[config.mk]
export PLATFORM = sky130hd
export DESIGN_NAME = buddy_block_allocator
export DESIGN_NICKNAME = d
export VERILOG_FILES = /design/src/design/bba_pkg.sv /design/src/design/bba_ctrl.sv /design/src/design/bba_datapath.sv /design/src/design/buddy_block_allocator.sv
export SDC_FILE = /design/constraint.sdc
export NUM_CORES = 1
export LEC_CHECK = 0
export BUFFER_PORTS_ARGS = -buffer_cell sky130_fd_sc_hd__buf_2
export CORE_ASPECT_RATIO = 0.9
export CORE_UTILIZATION = 45
export DETAILED_ROUTE_END_ITERATION = 8
export GPL_TIMING_DRIVEN = 0
export HOLD_SLACK_MARGIN = 0.03
export MAX_ROUTING_LAYER = met4
export PLACE_DENSITY = 0.64
export SKIP_CTS_REPAIR_TIMING = 1
export SLEW_MARGIN = 20
export SYNTH_ARGS = -nofsm -noshare
export SYNTH_HDL_FRONTEND = slang
export SYNTH_SLANG_ARGS = --single-unit
[constraint.sdc]
create_clock -name clk -period 10.26 [get_ports clk]
set_clock_uncertainty 0.05 [all_clocks]
set_input_delay 0.513 -clock clk [delete_from_list [all_inputs] [get_ports clk]]
set_output_delay 0.513 -clock clk [all_outputs]
set_load 0.03 [all_outputs]
[src/design/bba_pkg.sv]
`timescale 1ns / 1ps
`default_nettype none

package bba_pkg;

	// request codes
	typedef enum logic {
		CMD_ALLOC = 1'b0,
		CMD_FREE  = 1'b1
	} cmd_t;

	// result codes
	typedef enum logic [1:0] {
		STATUS_OK        = 2'd0,
		STATUS_NO_SPACE  = 2'd1,
		STATUS_TOO_LARGE = 2'd2,
		STATUS_BAD_FREE  = 2'd3
	} status_t;

	// tree read address select
	typedef enum logic [2:0] {
		RD_ROOT  = 3'd0,
		RD_LEFT  = 3'd1,
		RD_RIGHT = 3'd2,
		RD_SIB   = 3'd3,
		RD_NODE  = 3'd4
	} rd_sel_t;

	// tree write source select
	typedef enum logic [1:0] {
		WR_CLEAR  = 2'd0,
		WR_MARK   = 2'd1,
		WR_PARENT = 2'd2
	} wr_sel_t;

	// controller to datapath
	typedef struct packed {
		logic    latch_req;
		logic    init;
		logic    latch_left;
		logic    step_down;
		logic    climb;
		logic    mark;
		logic    up_step;
		logic    clr_step;
		logic    load_rsp;
		status_t rsp_code;
		rd_sel_t rd_sel;
		logic    wr_en;
		wr_sel_t wr_sel;
	} bba_cmd_t;

	// datapath to controller
	typedef struct packed {
		logic cmd_free;
		logic too_large;
		logic no_space;
		logic at_target;
		logic desc_last;
		logic at_root;
		logic up_last;
		logic misaligned;
		logic node_used;
		logic clr_last;
	} bba_stat_t;

endpackage

`default_nettype wire

[src/design/bba_ctrl.sv]
`timescale 1ns / 1ps
`default_nettype none

module bba_ctrl (
	input  wire                  clk,
	input  wire                  arst_n,
	input  wire                  req_valid,
	output logic                 req_stall,
	output logic                 rsp_valid,
	input  wire                  rsp_stall,
	input  bba_pkg::bba_stat_t   stat,
	output bba_pkg::bba_cmd_t    ctl
);
	import bba_pkg::*;

	typedef enum logic [12:0] {
		S_CLEAR  = 13'b0000000000001,
		S_IDLE   = 13'b0000000000010,
		S_DECODE = 13'b0000000000100,
		S_ROOT   = 13'b0000000001000,
		S_DL     = 13'b0000000010000,
		S_DR     = 13'b0000000100000,
		S_DD     = 13'b0000001000000,
		S_MARK   = 13'b0000010000000,
		S_UP_RD  = 13'b0000100000000,
		S_UP_WR  = 13'b0001000000000,
		S_F_RD   = 13'b0010000000000,
		S_F_CHK  = 13'b0100000000000,
		S_DONE   = 13'b1000000000000
	} state_t;

	state_t  state_q, state_d;
	status_t code_q, code_d;
	logic    rsp_valid_q;
	logic    can_load;

	assign can_load  = !rsp_valid_q || !rsp_stall;
	assign req_stall = (state_q != S_IDLE);
	assign rsp_valid = rsp_valid_q;

	// next state and datapath commands
	always_comb begin
		state_d        = state_q;
		code_d         = code_q;
		ctl            = '0;
		ctl.rsp_code   = code_q;
		ctl.rd_sel     = RD_NODE;
		ctl.wr_sel     = WR_CLEAR;
		case (state_q)
			S_CLEAR: begin
				ctl.wr_en    = 1'b1;
				ctl.wr_sel   = WR_CLEAR;
				ctl.clr_step = 1'b1;
				if (stat.clr_last)
					state_d = S_IDLE;
			end
			S_IDLE: begin
				if (req_valid) begin
					ctl.latch_req = 1'b1;
					state_d       = S_DECODE;
				end
			end
			S_DECODE: begin
				ctl.init   = 1'b1;
				ctl.rd_sel = RD_ROOT;
				if (stat.cmd_free) begin
					state_d = S_F_RD;
				end else if (stat.too_large) begin
					code_d  = STATUS_TOO_LARGE;
					state_d = S_DONE;
				end else begin
					state_d = S_ROOT;
				end
			end
			S_ROOT: begin
				if (stat.no_space) begin
					code_d  = STATUS_NO_SPACE;
					state_d = S_DONE;
				end else if (stat.at_target) begin
					state_d = S_MARK;
				end else begin
					state_d = S_DL;
				end
			end
			S_DL: begin
				ctl.rd_sel = RD_LEFT;
				state_d    = S_DR;
			end
			S_DR: begin
				ctl.rd_sel     = RD_RIGHT;
				ctl.latch_left = 1'b1;
				state_d        = S_DD;
			end
			S_DD: begin
				ctl.step_down = 1'b1;
				state_d       = stat.desc_last ? S_MARK : S_DL;
			end
			S_MARK: begin
				ctl.wr_en  = 1'b1;
				ctl.wr_sel = WR_MARK;
				ctl.mark   = 1'b1;
				if (stat.at_root) begin
					code_d  = STATUS_OK;
					state_d = S_DONE;
				end else begin
					state_d = S_UP_RD;
				end
			end
			S_UP_RD: begin
				ctl.rd_sel = RD_SIB;
				state_d    = S_UP_WR;
			end
			S_UP_WR: begin
				ctl.wr_en   = 1'b1;
				ctl.wr_sel  = WR_PARENT;
				ctl.up_step = 1'b1;
				if (stat.up_last) begin
					code_d  = STATUS_OK;
					state_d = S_DONE;
				end else begin
					state_d = S_UP_RD;
				end
			end
			S_F_RD: begin
				ctl.rd_sel = RD_NODE;
				if (stat.misaligned) begin
					code_d  = STATUS_BAD_FREE;
					state_d = S_DONE;
				end else begin
					state_d = S_F_CHK;
				end
			end
			S_F_CHK: begin
				if (stat.node_used) begin
					state_d = S_MARK;
				end else if (stat.at_root) begin
					code_d  = STATUS_BAD_FREE;
					state_d = S_DONE;
				end else begin
					ctl.climb = 1'b1;
					state_d   = S_F_RD;
				end
			end
			S_DONE: begin
				if (can_load) begin
					ctl.load_rsp = 1'b1;
					state_d      = S_IDLE;
				end
			end
			default: begin
				state_d = S_IDLE;
			end
		endcase
	end

	// state, result code and output beat flag
	always_ff @(posedge clk or negedge arst_n) begin
		if (!arst_n) begin
			state_q     <= S_CLEAR;
			code_q      <= STATUS_OK;
			rsp_valid_q <= 1'b0;
		end else begin
			state_q <= state_d;
			code_q  <= code_d;
			if (ctl.load_rsp)
				rsp_valid_q <= 1'b1;
			else if (!rsp_stall)
				rsp_valid_q <= 1'b0;
		end
	end

endmodule

`default_nettype wire

[src/design/bba_datapath.sv]
`timescale 1ns / 1ps
`default_nettype none

module bba_datapath #(
	parameter int TOTAL_SHIFT = 12,
	parameter int MIN_SHIFT   = 6
) (
	input  wire                          clk,
	input  wire                          arst_n,
	input  wire                          cmd,
	input  wire  [TOTAL_SHIFT:0]         request_size,
	input  wire  [TOTAL_SHIFT-1:0]       block_offset,
	output logic [1:0]                   status,
	output logic [TOTAL_SHIFT-1:0]       granted_offset,
	input  bba_pkg::bba_cmd_t            ctl,
	output bba_pkg::bba_stat_t           stat
);
	import bba_pkg::*;

	localparam int LEVELS     = TOTAL_SHIFT - MIN_SHIFT;
	localparam int NODE_W     = LEVELS + 1;
	localparam int NODE_COUNT = (2 ** (LEVELS + 1)) - 1;
	localparam int ORD_W      = $clog2(LEVELS + 2);
	localparam int OFF_W      = TOTAL_SHIFT;
	localparam int SIZE_W     = TOTAL_SHIFT + 1;

	localparam logic [ORD_W-1:0]  ORD_TOP   = ORD_W'(LEVELS + 1);
	localparam logic [NODE_W-1:0] LEAF_BASE = NODE_W'((2 ** LEVELS) - 1);
	localparam logic [NODE_W-1:0] LAST_NODE = NODE_W'(NODE_COUNT - 1);
	localparam logic [OFF_W-1:0]  MASK_INIT = OFF_W'((64'd1 << MIN_SHIFT) - 64'd1);
	localparam logic [OFF_W-1:0]  STEP_INIT = OFF_W'(64'd1 << (TOTAL_SHIFT - 1));
	localparam logic [SIZE_W-1:0] SIZE_MAX  = SIZE_W'(64'd1 << TOTAL_SHIFT);

	// order of the smallest block that holds sz bytes
	function automatic logic [ORD_W-1:0] calc_target(input logic [SIZE_W-1:0] sz);
		logic [ORD_W-1:0] t;
		t = ORD_W'(1);
		for (int i = 0; i < LEVELS; i++) begin
			if (sz > (SIZE_W'(1) << (MIN_SHIFT + i)))
				t = t + ORD_W'(1);
		end
		return t;
	endfunction

	// request and walk registers
	cmd_t              cmd_q;
	logic [SIZE_W-1:0] size_q;
	logic [OFF_W-1:0]  boff_q;
	logic [ORD_W-1:0]  target_q;
	logic [NODE_W-1:0] node_q;
	logic [ORD_W-1:0]  ord_q;
	logic [OFF_W-1:0]  off_acc_q;
	logic [OFF_W-1:0]  step_q;
	logic [OFF_W-1:0]  mask_q;
	logic [ORD_W-1:0]  left_q;
	logic [ORD_W-1:0]  cur_q;
	logic [1:0]        status_q;
	logic [OFF_W-1:0]  granted_q;

	// clearing sweep counters
	logic [NODE_W-1:0] clr_idx_q;
	logic [ORD_W-1:0]  clr_ord_q;
	logic [NODE_W-1:0] clr_end_q;

	// tree memory
	logic [ORD_W-1:0]  tree_q [NODE_COUNT];
	logic [ORD_W-1:0]  rdata_q;
	logic [NODE_W-1:0] rd_addr;
	logic [NODE_W-1:0] wr_addr;
	logic [ORD_W-1:0]  wr_data;

	logic [NODE_W-1:0] left_node;
	logic [NODE_W-1:0] right_node;
	logic [NODE_W-1:0] parent_node;
	logic [NODE_W-1:0] sib_node;
	logic              go_left;
	logic [ORD_W-1:0]  mark_val;
	logic [ORD_W-1:0]  up_l;
	logic [ORD_W-1:0]  up_r;
	logic [ORD_W-1:0]  parent_val;

	// tree neighbours of the current node
	assign left_node   = NODE_W'({node_q, 1'b1});
	assign right_node  = left_node + NODE_W'(1);
	assign parent_node = NODE_W'((node_q - NODE_W'(1)) >> 1);
	assign sib_node    = node_q[0] ? (node_q + NODE_W'(1)) : (node_q - NODE_W'(1));

	// best-fit child choice, left child in rdata-latched left_q, right in rdata_q
	assign go_left = (left_q >= target_q) && ((rdata_q < target_q) || (left_q <= rdata_q));

	// a used block reads zero, a freed one gets its full order back
	assign mark_val = (cmd_q == CMD_FREE) ? ord_q : '0;

	// parent merge: odd node index is a left child
	assign up_l       = node_q[0] ? cur_q : rdata_q;
	assign up_r       = node_q[0] ? rdata_q : cur_q;
	assign parent_val = ((up_l == ord_q) && (up_r == ord_q)) ? (ord_q + ORD_W'(1))
	                  : ((up_l >= up_r) ? up_l : up_r);

	// status towards the controller
	assign stat.cmd_free   = (cmd_q == CMD_FREE);
	assign stat.too_large  = (size_q > SIZE_MAX);
	assign stat.no_space   = (rdata_q < target_q);
	assign stat.at_target  = (ord_q == target_q);
	assign stat.desc_last  = ((ord_q - ORD_W'(1)) == target_q);
	assign stat.at_root    = (ord_q == ORD_TOP);
	assign stat.up_last    = ((ord_q + ORD_W'(1)) == ORD_TOP);
	assign stat.misaligned = ((boff_q & mask_q) != '0);
	assign stat.node_used  = (rdata_q == '0);
	assign stat.clr_last   = (clr_idx_q == LAST_NODE);

	assign status         = status_q;
	assign granted_offset = granted_q;

	// read address select
	always_comb begin
		case (ctl.rd_sel)
			RD_ROOT:  rd_addr = '0;
			RD_LEFT:  rd_addr = left_node;
			RD_RIGHT: rd_addr = right_node;
			RD_SIB:   rd_addr = sib_node;
			RD_NODE:  rd_addr = node_q;
			default:  rd_addr = node_q;
		endcase
	end

	// write address and data select
	always_comb begin
		case (ctl.wr_sel)
			WR_CLEAR: begin
				wr_addr = clr_idx_q;
				wr_data = clr_ord_q;
			end
			WR_MARK: begin
				wr_addr = node_q;
				wr_data = mark_val;
			end
			WR_PARENT: begin
				wr_addr = parent_node;
				wr_data = parent_val;
			end
			default: begin
				wr_addr = node_q;
				wr_data = mark_val;
			end
		endcase
	end

	// one write and one registered read per cycle
	always_ff @(posedge clk) begin
		if (ctl.wr_en)
			tree_q[wr_addr] <= wr_data;
		rdata_q <= tree_q[rd_addr];
	end

	// clearing sweep after reset, level by level
	always_ff @(posedge clk or negedge arst_n) begin
		if (!arst_n) begin
			clr_idx_q <= '0;
			clr_ord_q <= ORD_TOP;
			clr_end_q <= '0;
		end else if (ctl.clr_step) begin
			clr_idx_q <= clr_idx_q + NODE_W'(1);
			if (clr_idx_q == clr_end_q) begin
				clr_ord_q <= clr_ord_q - ORD_W'(1);
				clr_end_q <= NODE_W'({clr_end_q, 1'b1}) + NODE_W'(1);
			end
		end
	end

	// request capture and tree walk
	always_ff @(posedge clk) begin
		if (ctl.latch_req) begin
			cmd_q  <= cmd_t'(cmd);
			size_q <= request_size;
			boff_q <= block_offset;
		end
		if (ctl.init) begin
			target_q  <= calc_target(size_q);
			off_acc_q <= '0;
			step_q    <= STEP_INIT;
			mask_q    <= MASK_INIT;
			if (cmd_q == CMD_FREE) begin
				node_q <= LEAF_BASE + NODE_W'(boff_q >> MIN_SHIFT);
				ord_q  <= ORD_W'(1);
			end else begin
				node_q <= '0;
				ord_q  <= ORD_TOP;
			end
		end
		if (ctl.latch_left)
			left_q <= rdata_q;
		if (ctl.step_down) begin
			ord_q  <= ord_q - ORD_W'(1);
			step_q <= step_q >> 1;
			if (go_left) begin
				node_q <= left_node;
			end else begin
				node_q    <= right_node;
				off_acc_q <= off_acc_q | step_q;
			end
		end
		if (ctl.climb) begin
			node_q <= parent_node;
			ord_q  <= ord_q + ORD_W'(1);
			mask_q <= OFF_W'({mask_q, 1'b1});
		end
		if (ctl.mark)
			cur_q <= mark_val;
		if (ctl.up_step) begin
			node_q <= parent_node;
			ord_q  <= ord_q + ORD_W'(1);
			cur_q  <= parent_val;
		end
		if (ctl.load_rsp) begin
			status_q <= ctl.rsp_code;
			if ((ctl.rsp_code == STATUS_OK) && (cmd_q == CMD_ALLOC))
				granted_q <= off_acc_q;
			else
				granted_q <= '0;
		end
	end

endmodule

`default_nettype wire

[src/design/buddy_block_allocator.sv]
`timescale 1ns / 1ps
`default_nettype none

// Binary buddy allocator over a 2^TOTAL_SHIFT byte region in blocks of at least
// 2^MIN_SHIFT bytes. Each request (cmd 0 allocate request_size bytes, cmd 1 free
// the block at block_offset) gives one result beat with status and granted_offset.
// The free-order tree lives in a single-port-write, single-port-read memory with
// registered read data, and the walk is paced by that memory: an allocate reads both
// children at each level descended and rewrites each parent on the way back up; a free
// searches upward from the leaf to the first used node and then merges upward, with
// L = TOTAL_SHIFT - MIN_SHIFT levels. A request that is rejected at its first check
// finishes without walking the tree. After reset a clearing sweep writes every tree
// node once, 2^(L+1) - 1 nodes (127 at L = 6), before the first request is taken.
// A new request is taken while the last result beat is still stalled at the output.
module buddy_block_allocator #(
	parameter int TOTAL_SHIFT = 12,
	parameter int MIN_SHIFT   = 6
) (
	input  wire                    clk,
	input  wire                    arst_n,
	input  wire                    req_valid,
	output logic                   req_stall,
	input  wire                    cmd,
	input  wire  [TOTAL_SHIFT:0]   request_size,
	input  wire  [TOTAL_SHIFT-1:0] block_offset,
	output logic                   rsp_valid,
	input  wire                    rsp_stall,
	output logic [1:0]             status,
	output logic [TOTAL_SHIFT-1:0] granted_offset
);
	import bba_pkg::*;

	bba_cmd_t  ctl;
	bba_stat_t stat;

	// sequencer
	bba_ctrl u_ctrl (
		.clk       (clk),
		.arst_n    (arst_n),
		.req_valid (req_valid),
		.req_stall (req_stall),
		.rsp_valid (rsp_valid),
		.rsp_stall (rsp_stall),
		.stat      (stat),
		.ctl       (ctl)
	);

	// tree memory and walk registers
	bba_datapath #(
		.TOTAL_SHIFT (TOTAL_SHIFT),
		.MIN_SHIFT   (MIN_SHIFT)
	) u_datapath (
		.clk            (clk),
		.arst_n         (arst_n),
		.cmd            (cmd),
		.request_size   (request_size),
		.block_offset   (block_offset),
		.status         (status),
		.granted_offset (granted_offset),
		.ctl            (ctl),
		.stat           (stat)
	);

endmodule

`default_nettype wire

==> results.py <==
metrics = {
    "outcome": {
        "outcome": "finished, final reports clean",
    },
    "setup_path": {
        "cp_max_fo": 10,
        "critPathKind": "flop to flop",
        "end_kind": "flop",
        "arrival_ps": 6390,
        "cp.required_ps": 10630,
        "cp-start-kind": "flop",
    },
    "yosys": {
        "synth_ff_type": "edfxtp_1",
        "synth_top_family_by_area": "simple AND/OR/NAND/NOR gates",
        "ys_seq_area_frac": 0.659,
        "syn_area_per_cell_um2": 12.1,
        "synth.cell_area_mm2": 0.0225,
        "ys_seq_elements": 505,
        "synth_xor_area_frac": 0.0171,
        "ys_warn_count": 0,
        "synth_edf_count": 456,
        "synthDistinctLibCells": 84,
        "synth_fp_nets": 1923,
        "synth-simple-area-share": 0.172,
        "synth.area.mux_share": 0.0271,
        "synth_compound_area_frac": 0.0841,
        "synthArstFlopShare": 0.0634,
        "syn_inst": 1867,
        "synth_fa_ha_area_frac": 0.0148,
    },
    "clock_network": {
        "clk_path_buf_depth": 3,
        "cts_tree": "yes",
        "cts_sinks": 505,
        "clk_pin_slew_ps": 60,
        "cts_buffers": 52,
        "clock_latency_ps": 610,
        "cts_root_buf": "clkbuf_16",
        "htreeDepth": 2,
    },
    "sta": {
        "fin_crit_sh": 0.587,
        "rsz0062_at_grt": "false",
        "maxSlewViolCount": 0,
        "setup-tns-final_ps": 0,
        "maxClockFrequency_mhz": 166,
        "setup_viol_count_final": 0,
        "worst_slew_pin_slew_ps": 1260,
        "min_period_ps": 6020,
        "relSlewSlack": 0.157,
        "hold_violations": 0,
    },
    "drt": {
        "num_vias": 16823,
        "viasPerCell": 6.21,
        "ant_nets": 0,
        "first_iter_violations": 2437,
        "drc": 0,
        "first_pass_iters": 6,
        "drt_wl_total_um": 74000,
        "wl_per_cell_um": 27.3,
    },
    "layout": {
        "design_area_mm2": 0.0257,
        "seq_area_mm2": 0.0148,
        "fillers": 4247,
        "layout-drive-gt1-share": 0.115,
        "final_cell_mix": "edfxtp_1 (456), nand2_1 (355), nor2_1 (179), nand3_1 (109), buf_2 (92)",
        "multi_input_area_mm2": 0.00714,
        "fin_nets": 2048,
        "mostFrequentLayoutCell": "edfxtp_1",
        "utilization": 0.523,
        "area_delta_synth_final_pct": 14.2,
        "fin_cells": 2707,
    },
    "grt": {
        "overflow": 0,
        "grt_usage": 0.298,
        "grt_max_degree": 33,
        "grt_first_pass_wirelength_um": 106000,
        "grt_pass1_vias": 15916,
        "antenna_found_initial": 1,
    },
    "floorplanning": {
        "start_util": 0.458,
        "die_area_mm2": 0.0510,
        "die_h_um": 214,
        "io_pins": 46,
        "core_area_mm2": 0.0492,
        "std_cell_rows": 77,
        "die_x_um": 238,
    },
    "hold_path": {
        "hold_path.class": "input port to flop",
    },
    "power_and_ir_drop": {
        "p_leak_nw": 9.62,
        "p_total_mw": 5.63,
        "powerDensity_mw_per_mm2": 219,
        "ir_drop_uv": 136,
    },
    "place": {
        "io_buffers": 45,
        "gp_congestion": 1.03,
        "place_area_mm2": 0.0240,
        "dp_hpwl_um": 50800,
        "dp.cells": 2599,
    },
    "job": {
        "drv_cap": 0,
    },
}
flip-flops by register name (all words and copies together) (netlist names), 6 cells and up:
| name | cells |
|---|---|
| u_datapath.tree_q | 381 |
| u_ctrl.state_q | 13 |
| u_datapath.size_q | 13 |
| u_datapath.boff_q | 12 |
| u_datapath.granted_offset | 12 |
| u_datapath.off_acc_q | 12 |
| u_datapath.step_q | 12 |
| u_datapath.clr_idx_q | 7 |
| u_datapath.node_q | 7 |
| u_datapath.clr_end_q | 6 |
| u_datapath.mask_q | 6 |
per-stage QoR:
stage | setup slack (ps) | hold WS (ps)
finish | 4240 | 39.9
global route | 4380 | 31.7
CTS | 4540 | -54.3
detailed placement | 4580 | 408
global placement | -5470 | 402
floorplan | 1440 | 167
synth_stat cells, types with 5 or more instances:
cell        n  area share
a211oi_1   16      0.0053
a21oi_1    55       0.012
xor2_1     23      0.0089
o21ai_0    42      0.0093
dfrtp_1    28       0.031
o21a_1      7      0.0023
a31oi_1    17      0.0047
a22o_1     13      0.0051
mux4_2      6      0.0060
nor3b_1     5      0.0017
nor2b_1     8      0.0022
or3_1       7      0.0019
mux2_2     11      0.0055
a21o_1      6      0.0020
ha_1       25       0.014
dfxtp_1    17       0.015
buf_1       7      0.0012
nor4_1      7      0.0019
and3_1     44       0.012
nand4b_1    5      0.0019
nand3_1   109       0.024
clkbuf_1   50      0.0083
and2_1     35      0.0097
mux2i_1    34       0.015
nand2_1   355       0.059
nand4_1    18      0.0050
o211ai_1    6      0.0020
nor2_1    180       0.030
edfxtp_1  456        0.61
nor3_1     23      0.0051
buf_2      47       0.010
nand2b_1    8      0.0022
inv_1      25      0.0042
a221oi_1   26       0.010
a311oi_1   32       0.012
nor4b_1     5      0.0019
xnor2_1    21      0.0082
a22oi_1     6      0.0020
kinds of logic (layout without fill, tap and decap cells):
| logic type | count (synthesis) | in the layout |
|---|---|---|
| other | 0 | 3 |
| DFF | 505 | 505 |
| buffers and inverters | 137 | 303 |
| and+or+nand+nor | 836 | 836 |
| xor gates and xnor gates | 44 | 44 |
| AOI/OAI and AO/OA | 267 | 267 |
| muxes | 52 | 52 |
| adders and majority gates | 26 | 26 |
worst paths after layout:
check / startpoint / to / slack, ps / cells past startpoint
worst max-delay path: u_datapath.node_q[0] / u_datapath.rdata_q[2] / 4240 / 12
worst min-delay path: request_size[5] / u_datapath.size_q[5] / 40 / 1
min in group asynchronous: arst_n / u_datapath.clr_end_q[5] / 500 / 2
worst min register to register: u_datapath.off_acc_q[0] / u_datapath.off_acc_q[0] / 420 / 2
max in group asynchronous: arst_n / u_ctrl.state_q[12] / 9190 / 2
worst max register to register: u_datapath.node_q[0] / u_datapath.rdata_q[2] / 4240 / 12
area by class of cell:
cell class | count | area share
flip-flops and latches | 505 | 0.576
multi-input cells | 1225 | 0.278
clock buffers | 73 | 0.0548
well taps | 671 | 0.0326
repair buffers | 71 | 0.0275
plain buffers | 108 | 0.0190
clock inverters | 22 | 0.00758
inverters | 29 | 0.00423
diodes | 3 | 0.000292
routing by layer:
layer,share of wire,vias up,global-route usage
met5,0,-,-
met4,0.042,0,0.114
met3,0.12,199,0.0771
met2,0.43,1069,0.414
met1,0.41,8370,0.418
li1,-,7185,-
critical path, stage by stage (launching register included):
cell and delay, ps:
edfxtp_1 410, clkbuf_1 390, inv_1 270, ha_1 500, a31oi_1 130, o22a_1 230, o21ai_2 590, clkbuf_1 730
clkbuf_1 900, a21oi_1 140, o31ai_1 770, o2bb2ai_1 170, a211oi_1 570
report_power, final:
group | switching (mW) | leakage [nW] | internal [mW]
registers | 0.0684 | 5.68 | 2.31
logic | 1.06 | 3.16 | 0.353
clock network | 0.797 | 0.780 | 1.03
total | 1.92 | 9.62 | 3.70
(Power assumes the default switching activity.)
